<file path="src/sv/pixel_blend_unit_defines.svh">
// ----------------------------------------------------------------------------
// pixel_blend_unit_defines
// assertion macros shared by the pixel blend unit; they expect clk and rst_n
// in the scope where they are used
// ----------------------------------------------------------------------------
`ifndef PIXEL_BLEND_UNIT_DEFINES_SVH
`define PIXEL_BLEND_UNIT_DEFINES_SVH

// same-cycle implication, disabled in reset
`define PBU_ASSERT_NOW(label, ante, cons, msg) \
    label: assert property (@(posedge clk) disable iff (!rst_n) (ante) |-> (cons)) \
        else $error(msg);

// next-cycle implication, disabled in reset
`define PBU_ASSERT_NEXT(label, ante, cons, msg) \
    label: assert property (@(posedge clk) disable iff (!rst_n) (ante) |=> (cons)) \
        else $error(msg);

`endif

</file>
<file path="src/sv/pbu_pkg.sv">
// ----------------------------------------------------------------------------
// pbu_pkg
// shared types, mode codes, reset values and the divide-by-255 helper
// ----------------------------------------------------------------------------
`timescale 1ns / 1ps

package pbu_pkg;

    // mode codes carried by a request
    localparam logic [3:0] MODE_MUL     = 4'd0;
    localparam logic [3:0] MODE_SCR     = 4'd1;
    localparam logic [3:0] MODE_SUB     = 4'd2;
    localparam logic [3:0] MODE_OVL     = 4'd3;
    localparam logic [3:0] MODE_GBOOST  = 4'd4;
    localparam logic [3:0] MODE_RGAIN   = 4'd5;
    localparam logic [3:0] MODE_REP_B   = 4'd6;
    localparam logic [3:0] MODE_REP_G   = 4'd7;
    localparam logic [3:0] MODE_REP_R   = 4'd8;

    // configuration register indexes
    localparam logic [3:0] REG_GREEN_OFFSET = 4'd0;
    localparam logic [3:0] REG_RED_GAIN     = 4'd1;

    // register reset values
    localparam logic [7:0] GREEN_OFFSET_RST = 8'd200;
    localparam logic [3:0] RED_GAIN_RST     = 4'd4;

    localparam logic [7:0] CH_MAX = 8'd255;

    // one rgb pixel
    typedef struct packed {
        logic [7:0] blue;
        logic [7:0] green;
        logic [7:0] red;
    } pix_t;

    // floor(x / 255) by two fold-back steps and one final compare
    function automatic logic [8:0] div255(input logic [17:0] x);
        logic [9:0]  q0;
        logic [10:0] r1;
        logic [2:0]  q1;
        logic [8:0]  r2;
        logic [9:0]  q;
        q0 = x[17:8];
        r1 = {3'b0, x[7:0]} + {1'b0, q0};
        q1 = r1[10:8];
        r2 = {1'b0, r1[7:0]} + {6'b0, q1};
        q  = q0 + {7'b0, q1} + {9'b0, (r2 >= 9'd255)};
        return q[8:0];
    endfunction

endpackage

</file>
<file path="src/sv/pbu_lane.sv">
// ----------------------------------------------------------------------------
// pbu_lane
// one colour channel of the two-layer blends: product stage, then
// rounded divide by 255 and mode-specific finish
// ----------------------------------------------------------------------------
`timescale 1ns / 1ps

module pbu_lane
(
    input  logic       clk,
    input  logic [3:0] mode,
    input  logic [7:0] a,
    input  logic [7:0] b,
    output logic [7:0] result
);

    typedef enum logic [2:0] {
        OP_MUL,
        OP_SCR,
        OP_SUB,
        OP_OVL_LO,
        OP_OVL_HI,
        OP_NONE
    } lane_op_t;

    lane_op_t    op_next;
    lane_op_t    op_reg;
    logic [7:0]  opa;
    logic [7:0]  opb;
    logic [15:0] prod_next;
    logic [15:0] prod_reg;
    logic [7:0]  diff_next;
    logic [7:0]  diff_reg;
    logic [17:0] num;
    logic [8:0]  quo;

    // operand selection: inverted operands for the screen side
    always_comb
    begin
        op_next = OP_NONE;
        opa     = a;
        opb     = b;
        case (mode)
            pbu_pkg::MODE_MUL:
            begin
                op_next = OP_MUL;
            end
            pbu_pkg::MODE_SCR:
            begin
                op_next = OP_SCR;
                opa     = ~a;
                opb     = ~b;
            end
            pbu_pkg::MODE_SUB:
            begin
                op_next = OP_SUB;
            end
            pbu_pkg::MODE_OVL:
            begin
                if (b[7])
                begin
                    op_next = OP_OVL_HI;
                    opa     = ~a;
                    opb     = ~b;
                end
                else
                begin
                    op_next = OP_OVL_LO;
                end
            end
            default:
            begin
                op_next = OP_NONE;
            end
        endcase
        prod_next = 16'(opa) * 16'(opb);
        diff_next = (b > a) ? (b - a) : 8'd0;
    end

    // product stage
    always_ff @(posedge clk)
    begin
        op_reg   <= op_next;
        prod_reg <= prod_next;
        diff_reg <= diff_next;
    end

    // rounded divide: overlay uses the doubled product
    always_comb
    begin
        if (op_reg == OP_OVL_LO || op_reg == OP_OVL_HI)
        begin
            num = {1'b0, prod_reg, 1'b0} + 18'd127;
        end
        else
        begin
            num = {2'b0, prod_reg} + 18'd127;
        end
        quo = pbu_pkg::div255(num);
    end

    // finish per operation
    always_comb
    begin
        case (op_reg)
            OP_MUL:    result = quo[7:0];
            OP_SCR:    result = pbu_pkg::CH_MAX - quo[7:0];
            OP_OVL_HI: result = pbu_pkg::CH_MAX - quo[7:0];
            OP_OVL_LO: result = quo[8] ? pbu_pkg::CH_MAX : quo[7:0];
            OP_SUB:    result = diff_reg;
            default:   result = 8'd0;
        endcase
    end

endmodule

</file>
<file path="src/sv/pbu_merge.sv">
// ----------------------------------------------------------------------------
// pbu_merge
// tracks requests through the pipe, forms the single-layer effects and
// merges them with the lane results into the output register
// ----------------------------------------------------------------------------
`timescale 1ns / 1ps

`include "pixel_blend_unit_defines.svh"

module pbu_merge
(
    input  logic         clk,
    input  logic         rst_n,
    input  logic         accept,
    input  logic [3:0]   mode,
    input  pbu_pkg::pix_t pix_a,
    input  pbu_pkg::pix_t lane_res,
    input  logic [7:0]   green_offset,
    input  logic [3:0]   red_gain,
    output logic         done,
    output pbu_pkg::pix_t pix_out
);

    logic          v1_reg;
    logic [3:0]    mode_reg;
    pbu_pkg::pix_t a_reg;
    logic          done_reg;
    pbu_pkg::pix_t out_reg;
    pbu_pkg::pix_t out_next;
    logic [8:0]    gsum;
    logic [11:0]   rprod;
    logic [7:0]    gsat;
    logic [7:0]    rsat;

    // single-layer effects
    always_comb
    begin
        gsum = {1'b0, a_reg.green} + {1'b0, green_offset};
        gsat = gsum[8] ? pbu_pkg::CH_MAX : gsum[7:0];
        rprod = 12'(a_reg.red) * 12'(red_gain);
        rsat = (rprod > 12'd255) ? pbu_pkg::CH_MAX : rprod[7:0];
    end

    // output selection
    always_comb
    begin
        out_next = a_reg;
        case (mode_reg) inside
            pbu_pkg::MODE_MUL, pbu_pkg::MODE_SCR,
            pbu_pkg::MODE_SUB, pbu_pkg::MODE_OVL:
            begin
                out_next = lane_res;
            end
            pbu_pkg::MODE_GBOOST:
            begin
                out_next.green = gsat;
            end
            pbu_pkg::MODE_RGAIN:
            begin
                out_next.blue = 8'd0;
                out_next.red  = rsat;
            end
            pbu_pkg::MODE_REP_B:
            begin
                out_next.green = a_reg.blue;
                out_next.red   = a_reg.blue;
            end
            pbu_pkg::MODE_REP_G:
            begin
                out_next.blue = a_reg.green;
                out_next.red  = a_reg.green;
            end
            pbu_pkg::MODE_REP_R:
            begin
                out_next.blue  = a_reg.red;
                out_next.green = a_reg.red;
            end
            default:
            begin
                out_next = a_reg;
            end
        endcase
    end

    // request tracking and strobe
    always_ff @(posedge clk or negedge rst_n)
    begin
        if (!rst_n)
        begin
            v1_reg   <= 1'b0;
            done_reg <= 1'b0;
        end
        else
        begin
            v1_reg   <= accept;
            done_reg <= v1_reg;
        end
    end

    // payload registers
    always_ff @(posedge clk)
    begin
        mode_reg <= mode;
        a_reg    <= pix_a;
        out_reg  <= out_next;
    end

    assign done    = done_reg;
    assign pix_out = out_reg;

    // checks
    `PBU_ASSERT_NEXT(a_request_emerges, v1_reg, done_reg, "request lost in pipe")
    `PBU_ASSERT_NOW(a_strobe_follows, done_reg, $past(v1_reg), "strobe without request")
    `PBU_ASSERT_NEXT(a_rgain_blue, v1_reg && mode_reg == pbu_pkg::MODE_RGAIN,
                     out_reg.blue == 8'd0, "red gain left blue set")
    `PBU_ASSERT_NEXT(a_rep_red, v1_reg && mode_reg == pbu_pkg::MODE_REP_R,
                     out_reg.blue == out_reg.red && out_reg.green == out_reg.red,
                     "replicate red mismatch")

endmodule

</file>
<file path="src/sv/pixel_blend_unit.sv">
// Pipeline: a request accepted at a clock edge passes the product stage in the lanes, then
// the divide and merge into the output register, and done strobes with that result.
// Throughput: one pixel per clock; busy is never raised and the receiver cannot stall.
// Reset: rst_n clears the pipe valids and sets green_offset to 200, red_gain to 4.
// ----------------------------------------------------------------------------
// pixel_blend_unit
// three channel lanes for the two-layer blends plus a merge stage for the
// single-layer effects, with a small configuration register file
// ----------------------------------------------------------------------------
`timescale 1ns / 1ps

module pixel_blend_unit
(
    input  logic       clk,
    input  logic       rst_n,
    input  logic       start,
    output logic       busy,
    input  logic [3:0] mode,
    input  logic [7:0] layer_a_blue,
    input  logic [7:0] layer_a_green,
    input  logic [7:0] layer_a_red,
    input  logic [7:0] layer_b_blue,
    input  logic [7:0] layer_b_green,
    input  logic [7:0] layer_b_red,
    output logic       done,
    output logic [7:0] out_blue,
    output logic [7:0] out_green,
    output logic [7:0] out_red,
    input  logic       cfg_valid,
    output logic       cfg_ready,
    input  logic [3:0] cfg_index,
    input  logic [7:0] cfg_data
);

    logic [7:0]    green_offset_reg;
    logic [3:0]    red_gain_reg;
    logic          accept;
    pbu_pkg::pix_t pix_a;
    pbu_pkg::pix_t lane_res;
    pbu_pkg::pix_t pix_out;

    assign busy      = 1'b0;
    assign cfg_ready = 1'b1;
    assign accept    = start & ~busy;

    assign pix_a.blue  = layer_a_blue;
    assign pix_a.green = layer_a_green;
    assign pix_a.red   = layer_a_red;

    // configuration registers
    always_ff @(posedge clk or negedge rst_n)
    begin
        if (!rst_n)
        begin
            green_offset_reg <= pbu_pkg::GREEN_OFFSET_RST;
            red_gain_reg     <= pbu_pkg::RED_GAIN_RST;
        end
        else if (cfg_valid && cfg_ready)
        begin
            unique case (cfg_index)
                pbu_pkg::REG_GREEN_OFFSET: green_offset_reg <= cfg_data;
                pbu_pkg::REG_RED_GAIN:     red_gain_reg     <= cfg_data[3:0];
                default:                   ;
            endcase
        end
    end

    // channel lanes
    pbu_lane u_lane_blue
    (
        .clk    (clk),
        .mode   (mode),
        .a      (layer_a_blue),
        .b      (layer_b_blue),
        .result (lane_res.blue)
    );

    pbu_lane u_lane_green
    (
        .clk    (clk),
        .mode   (mode),
        .a      (layer_a_green),
        .b      (layer_b_green),
        .result (lane_res.green)
    );

    pbu_lane u_lane_red
    (
        .clk    (clk),
        .mode   (mode),
        .a      (layer_a_red),
        .b      (layer_b_red),
        .result (lane_res.red)
    );

    // merge and output register
    pbu_merge u_merge
    (
        .clk          (clk),
        .rst_n        (rst_n),
        .accept       (accept),
        .mode         (mode),
        .pix_a        (pix_a),
        .lane_res     (lane_res),
        .green_offset (green_offset_reg),
        .red_gain     (red_gain_reg),
        .done         (done),
        .pix_out      (pix_out)
    );

    assign out_blue  = pix_out.blue;
    assign out_green = pix_out.green;
    assign out_red   = pix_out.red;

endmodule
</file>
<file path="config.mk">
export PLATFORM = sky130hd
export DESIGN_NAME = pixel_blend_unit
export DESIGN_NICKNAME = d
export VERILOG_FILES = /design/src/sv/pbu_pkg.sv /design/src/sv/pbu_lane.sv /design/src/sv/pbu_merge.sv /design/src/sv/pixel_blend_unit.sv
export VERILOG_INCLUDE_DIRS = /design/src /design/src/sv
export SDC_FILE = /design/constraint.sdc
export NUM_CORES = 1
export LEC_CHECK = 0
export ABC_AREA = 1
export BUFFER_PORTS_ARGS = -buffer_cell sky130_fd_sc_hd__buf_2
export CAP_MARGIN = 20
export CORE_ASPECT_RATIO = 1.25
export CORE_MARGIN = 8
export CORE_UTILIZATION = 53
export CTS_CLUSTER_SIZE = 10
export DETAILED_ROUTE_END_ITERATION = 10
export PLACE_DENSITY = 0.81
export REMOVE_ABC_BUFFERS = 1
export SLEW_MARGIN = 20
export SYNTH_ARGS = -nofsm -noshare
export SYNTH_HDL_FRONTEND = slang
export SYNTH_SLANG_ARGS = --single-unit
</file>
<file path="constraint.sdc">
create_clock -name clk -period 7.8 [get_ports clk]
set_clock_uncertainty 0.15 [all_clocks]
set_input_delay 0.39 -clock clk [delete_from_list [all_inputs] [get_ports clk]]
set_output_delay 0.39 -clock clk [all_outputs]
set_load 0.03 [all_outputs]
</file>
Word level (Yosys, flattened, before mapping). Cells that the tools add are included.

Bits in registers: 147. Bits of input ports: 68. Output and inout port bits: 27. Word-level logic and storage cells: 147.

Add/sub/neg operators: 25. $mul: 4. Magnitude comparators: 7. Eq/ne operators: 24. Multiplexer cells: 46. Bitwise logic cells: 6. Reductions and logical operators: 15.

Operator list (number): two-way mux 8 bit (28); one-hot mux 8 bit (2 select lines) (6); one-hot mux 8 bit (4 select lines) (3); adder 17 x 7 -> 18 bit, second input constant (3); two-way mux 18 bit (3); adder 16 x 7 -> 17 bit, second input constant (3); multiplier 8 x 8 -> 16 bit (3); NOT 8 bit (6); one-hot mux 3 bit (4 select lines) (3); adder 8 x 10 -> 11 bit (3); adder 8 x 3 -> 9 bit (3); adder 9 x 1 -> 9 bit (3); adder 9 x 3 -> 9 bit (3); greater-or-equal comparator 9 x 8 -> 1 bit, second input constant (3); greater-than comparator 8 bit (3); subtractor 8 bit (3); subtractor 8 bit, first input constant (3); equality test 3 x 2 -> 1 bit, second input constant (6); equality test 4 x 2 -> 1 bit, second input constant (4); equality test 4 x 3 -> 1 bit, second input constant (4); equality test 4 x 1 -> 1 bit, second input constant (3); greater-than comparator 12 x 8 -> 1 bit, second input constant (1); zero test 4 bit (3); multiplier 8 x 4 -> 12 bit (1); 10 further kinds (23).

Logic depth before layout (Yosys ltp).
Depth after elaboration: 10. Depth in mapped cells: 49. Depth with buffers taken out: 49.

By module. From an unflattened synthesis, not the netlist that was laid out.

Cell total of the unflattened synthesis: 2760. Area, all modules: 19406.1 sq um.

By module, submodules not included: pbu_lane at u_lane_blue (times used 1, cells an instance 716, area an instance 5109.9 sq um, sequential area each 540.5 sq um); pbu_lane at u_lane_red (times used 1, cells an instance 740, area an instance 5061.1 sq um, sequential area each 540.5 sq um); pbu_lane at u_lane_green (times used 1, cells an instance 719, area an instance 5037.3 sq um, sequential area each 540.5 sq um); pbu_merge (times used 1, cells an instance 522, area an instance 3626.0 sq um, sequential area each 1091.0 sq um); pixel_blend_unit (times used 1, cells an instance 63, area an instance 571.8 sq um, sequential area each 305.3 sq um).

Least setup slack after synthesis. OpenSTA, ideal clock, no wires.

Path type: register to register. From: reg u_lane_blue.prod_reg[0]. To: reg u_merge.out_reg, in the netlist u_merge.pix_out[22]. Setup time: 113 ps. Arrival: 5911 ps. Data required time: 7537 ps. Path slack: 1627 ps. Cell stages (with the launch flop): 48. Path buffers: 0. Period minus slack after synthesis: 6173 ps. Path through: dfxtp_1 -> inv_1 -> ha_1 -> inv_1 -> nor2_1 -> nand2_1 -> nand2_1 -> nand2_1 -> xnor2_1 -> o21ai_0 -> inv_1 -> fa_1 -> o21ai_0 -> nand2_1 -> nand2_1 -> nand2_1 -> nand2_1 -> a21oi_1 -> (+12 left out) -> o22ai_1 -> o211a_1 -> nand4_1 -> fa_1 -> fa_1 -> or2_2 -> nand2_1 -> nand3_1 -> nor2_1 -> nand2_1 -> nand2_1 -> nand2_1 -> nand2_1 -> nand2_1 -> nor2_1 -> nand2_1 -> nand2_1 -> nand2_1.

RTL lines: start, declared (line pbu_lane.sv:31) `logic [15:0] prod_reg;`; start signal, assigned (line pbu_lane.sv:84) `prod_reg <= prod_next;`; end signal, assigned (line pbu_merge.sv:105) `out_reg <= out_next;`; end, declared (line pbu_merge.sv:28) `pbu_pkg::pix_t out_reg;`.

==> results.cfg <==
[outcome]
status = completed

[critical_path]
r2r_cells = 39
worstPathArrival_ns = 7.33
critical_path_class = register to register
r2r_slack_ns = 0.65
critPathSlowestCell = nand2_1
startpoint = u_lane_green.op_reg[0]
endpoint_kind = register
critPathMaxStageDelay_ns = 0.45
cp-start-kind = register
r2r_end = u_merge.pix_out[11]
r2r_start = u_lane_green.op_reg[0]
worst_ep_required_time_ns = 7.98
path_max_fanout = 17
path_common_cell = nand2_1

[power]
swShare_pct = 51.8
intPower_w = 0.00346
clockPowerShare_pct = 11.8
p_leak_nw = 10.9
p_per_area_nw_per_um2 = 358
ir_drop_uv = 160
p_switching_w = 0.00371
seqPwrFrac_pct = 16.8
power_frac_comb_pct = 71.3

[die]
die-area_um2 = 40700
core_um2 = 34200
die_w_um = 182
start_util_pct = 53.4
die_h_um = 224
rows = 76
pin_count = 95

[clocking]
path_clk_slew_ns = 0.07
cts.sink_count = 147
cts.repair.resized = 0
clockBufferDepth = 2
numCtsBuffers = 17
cts_max_level = 4
clk_latency_ns = 0.44
cts_tree = yes
clk_root_buffer_cell = clkbuf_16
cts_setup_buffers = 0

[global_routing]
grt_pass1_vias = 17300
grt_overflow = 0
grt_pass1_wl_mm = 82.2
grt_start_max_net_pins = 25
gr-usage-all-layers_pct = 24.4
antenna_found_initial = 2

[detailed_routing]
dr.pass1.iters = 6
detail_route.vias_per_cell = 5.46
vias = 17300
antenna_left = 0
drtIter0Drc = 1443
drc_errors = 0
drt_wl_total_mm = 49.7
wl_per_cell_um = 15.7

[place]
hpwl_mm = 41.6
io_buffers = 92
dp_cells = 3101
place_congestion = 0.992

[finish]
num-nets-final = 3121
drive_above_1_share_pct = 8.53
layout_commonest_cell = nand2_1
finalNonFillerCells = 3161
layout_common_cells = 637 x nand2_1, 471 x inv_1, 241 x nor2_1
syn_to_final_growth_pct = 9.74
fillerInstances = 3159

[timing]
rsz0062_at_grt = false
tightestPinTransition_ns = 1.02
slew_violations = 0
totalNegativeSetupSlack_ns = 0
setup_viol = 0
max_freq_mhz = 140
max_slew_margin_pct = 31.8
min_period_over_period_pct = 91.7
period_needed_ns = 7.15
hold_viol = 0

[hold_path]
hold_depth = 1
hp-class = input pin to register
hp-start = layer_a_blue[5]
holdPathEnd = u_merge.a_reg[21]

[logic_synthesis]
ys.flop_type = dfxtp_1
synth_edf_count = 0
yosysSeqAreaShare_pct = 16.5
syn-instance-count = 2604
avgSynthCellArea_um2 = 7.02
yosysWarnings = 0
async_flop_share_pct = 9.52
synth.distinct_cells = 60
yosys_register_bits = 147
syn_area_um2 = 18300

[flow_run]
max-cap-violations = 0
what timing repair did:
action / CTS / global route
hold buffers: 27 / 1
hold endpoints to repair: 40 / 1
setup endpoints to repair: 0 / 0
power groups by stage:
| stage | Sequential (W) | Clock (W) | Combinational [W] |
|---|---|---|---|
| finish | 0.00121 | 0.000849 | 0.00512 |
| global route | 0.00122 | 0.000887 | 0.00582 |
| CTS | 0.00120 | 0.000853 | 0.00510 |
| detailed placement | 0.00121 | 0 | 0.00503 |
| global placement | 0.00121 | 0 | 0.00486 |
| floorplan | 0.00117 | 0 | 0.00389 |
cells by family (layout without fill, tap and decap cells):
| logic type | Yosys count | in the layout | synth area share (%) |
|---|---|---|---|
| and+or+nand+nor | 1180 | 1180 | 28.2 |
| buffers and inverters | 521 | 648 | 10.9 |
| adders and majority gates | 335 | 335 | 28.5 |
| AOI/OAI and AO/OA | 278 | 278 | 8.88 |
| DFF | 147 | 147 | 16.5 |
| xor gates and xnor gates | 135 | 135 | 6.55 |
| muxes | 6 | 6 | 0.356 |
| other | 2 | 3 | 0.0411 |
cell usage after synthesis (16+ instances only):
cell      count  share of area [%]
clkbuf_1     17               0.35
nand3_1     157                4.3
ha_1        198                 14
nand4_1      28               0.96
nand2_2      16               0.55
dfxtp_1     133                 15
inv_1       471                9.7
fa_1        136                 15
nor2_1      241                4.9
xnor2_1      53                2.5
nor3_1       20               0.55
nand2_1     637                 13
a21oi_1      92                2.5
o21ai_0     100                2.7
inv_2        18               0.37
xor2_1       80                3.8
metrics by stage:
| step | setup slack [ns] | hold WS [ns] | power (W) | instance area (um^2) | util, % |
|---|---|---|---|---|---|
| after floorplan | 1.59 | -0.0556 | 0.00506 | 18100 | - |
| after global placement | 0.875 | 0.145 | 0.00607 | 19200 | 56.0 |
| after detailed placement | 0.635 | 0.149 | 0.00625 | 19200 | 56.0 |
| after CTS | 0.651 | 0.00192 | 0.00715 | 20000 | 58.6 |
| after global routing | 0.00478 | 0.00427 | 0.00793 | 20100 | 58.6 |
| final | 0.650 | 0.00937 | 0.00718 | 20100 | 58.6 |
layout make-up:
| type | count | area [um^2] | area share (%) |
|---|---|---|---|
| Clock inverter | 13 | 174 | 0.867 |
| Sequential cell | 147 | 3020 | 15.0 |
| Tap cell | 429 | 537 | 2.68 |
| Timing Repair Buffer | 126 | 786 | 3.92 |
| Antenna cell | 1 | 2.50 | 0.0125 |
| Multi-Input combinational cell | 1936 | 13300 | 66.2 |
| Inverter | 491 | 1840 | 9.19 |
| Clock buffer | 18 | 429 | 2.14 |
worst max-delay path, delay by kind of cell (launching register included):
kind	cells	cell delay, ns
and+or+nand+nor	19	2.37
DFF	1	0.33
adders and majority gates	7	2.11
buffers and inverters	6	0.79
AOI/OAI and AO/OA	7	1.28
worst max-delay path by stage:
stage                                     end  slack [ns]  cells past startpoint
after floorplan           u_merge.pix_out[22]        1.59                     43
after global placement    u_merge.pix_out[11]        0.87                     39
after detailed placement  u_merge.pix_out[11]        0.63                     39
after CTS                 u_merge.pix_out[11]        0.65                     39
after global routing      u_merge.pix_out[14]       0.005                     39
final                     u_merge.pix_out[11]        0.65                     39
metal layers:
layer | GRT usage (%) | wire [um] | up-vias | part of all wire, %
met3 | 3.52 | 2900 | 153 | 5.8
li1 | - | - | 8425 | -
met4 | 11.7 | 2240 | 2 | 4.5
met1 | 28.7 | 20100 | 8074 | 40
met2 | 43.2 | 24500 | 613 | 49
met5 | 0 | 10 | - | 0.020
Power figures use the tool's default switching activity.
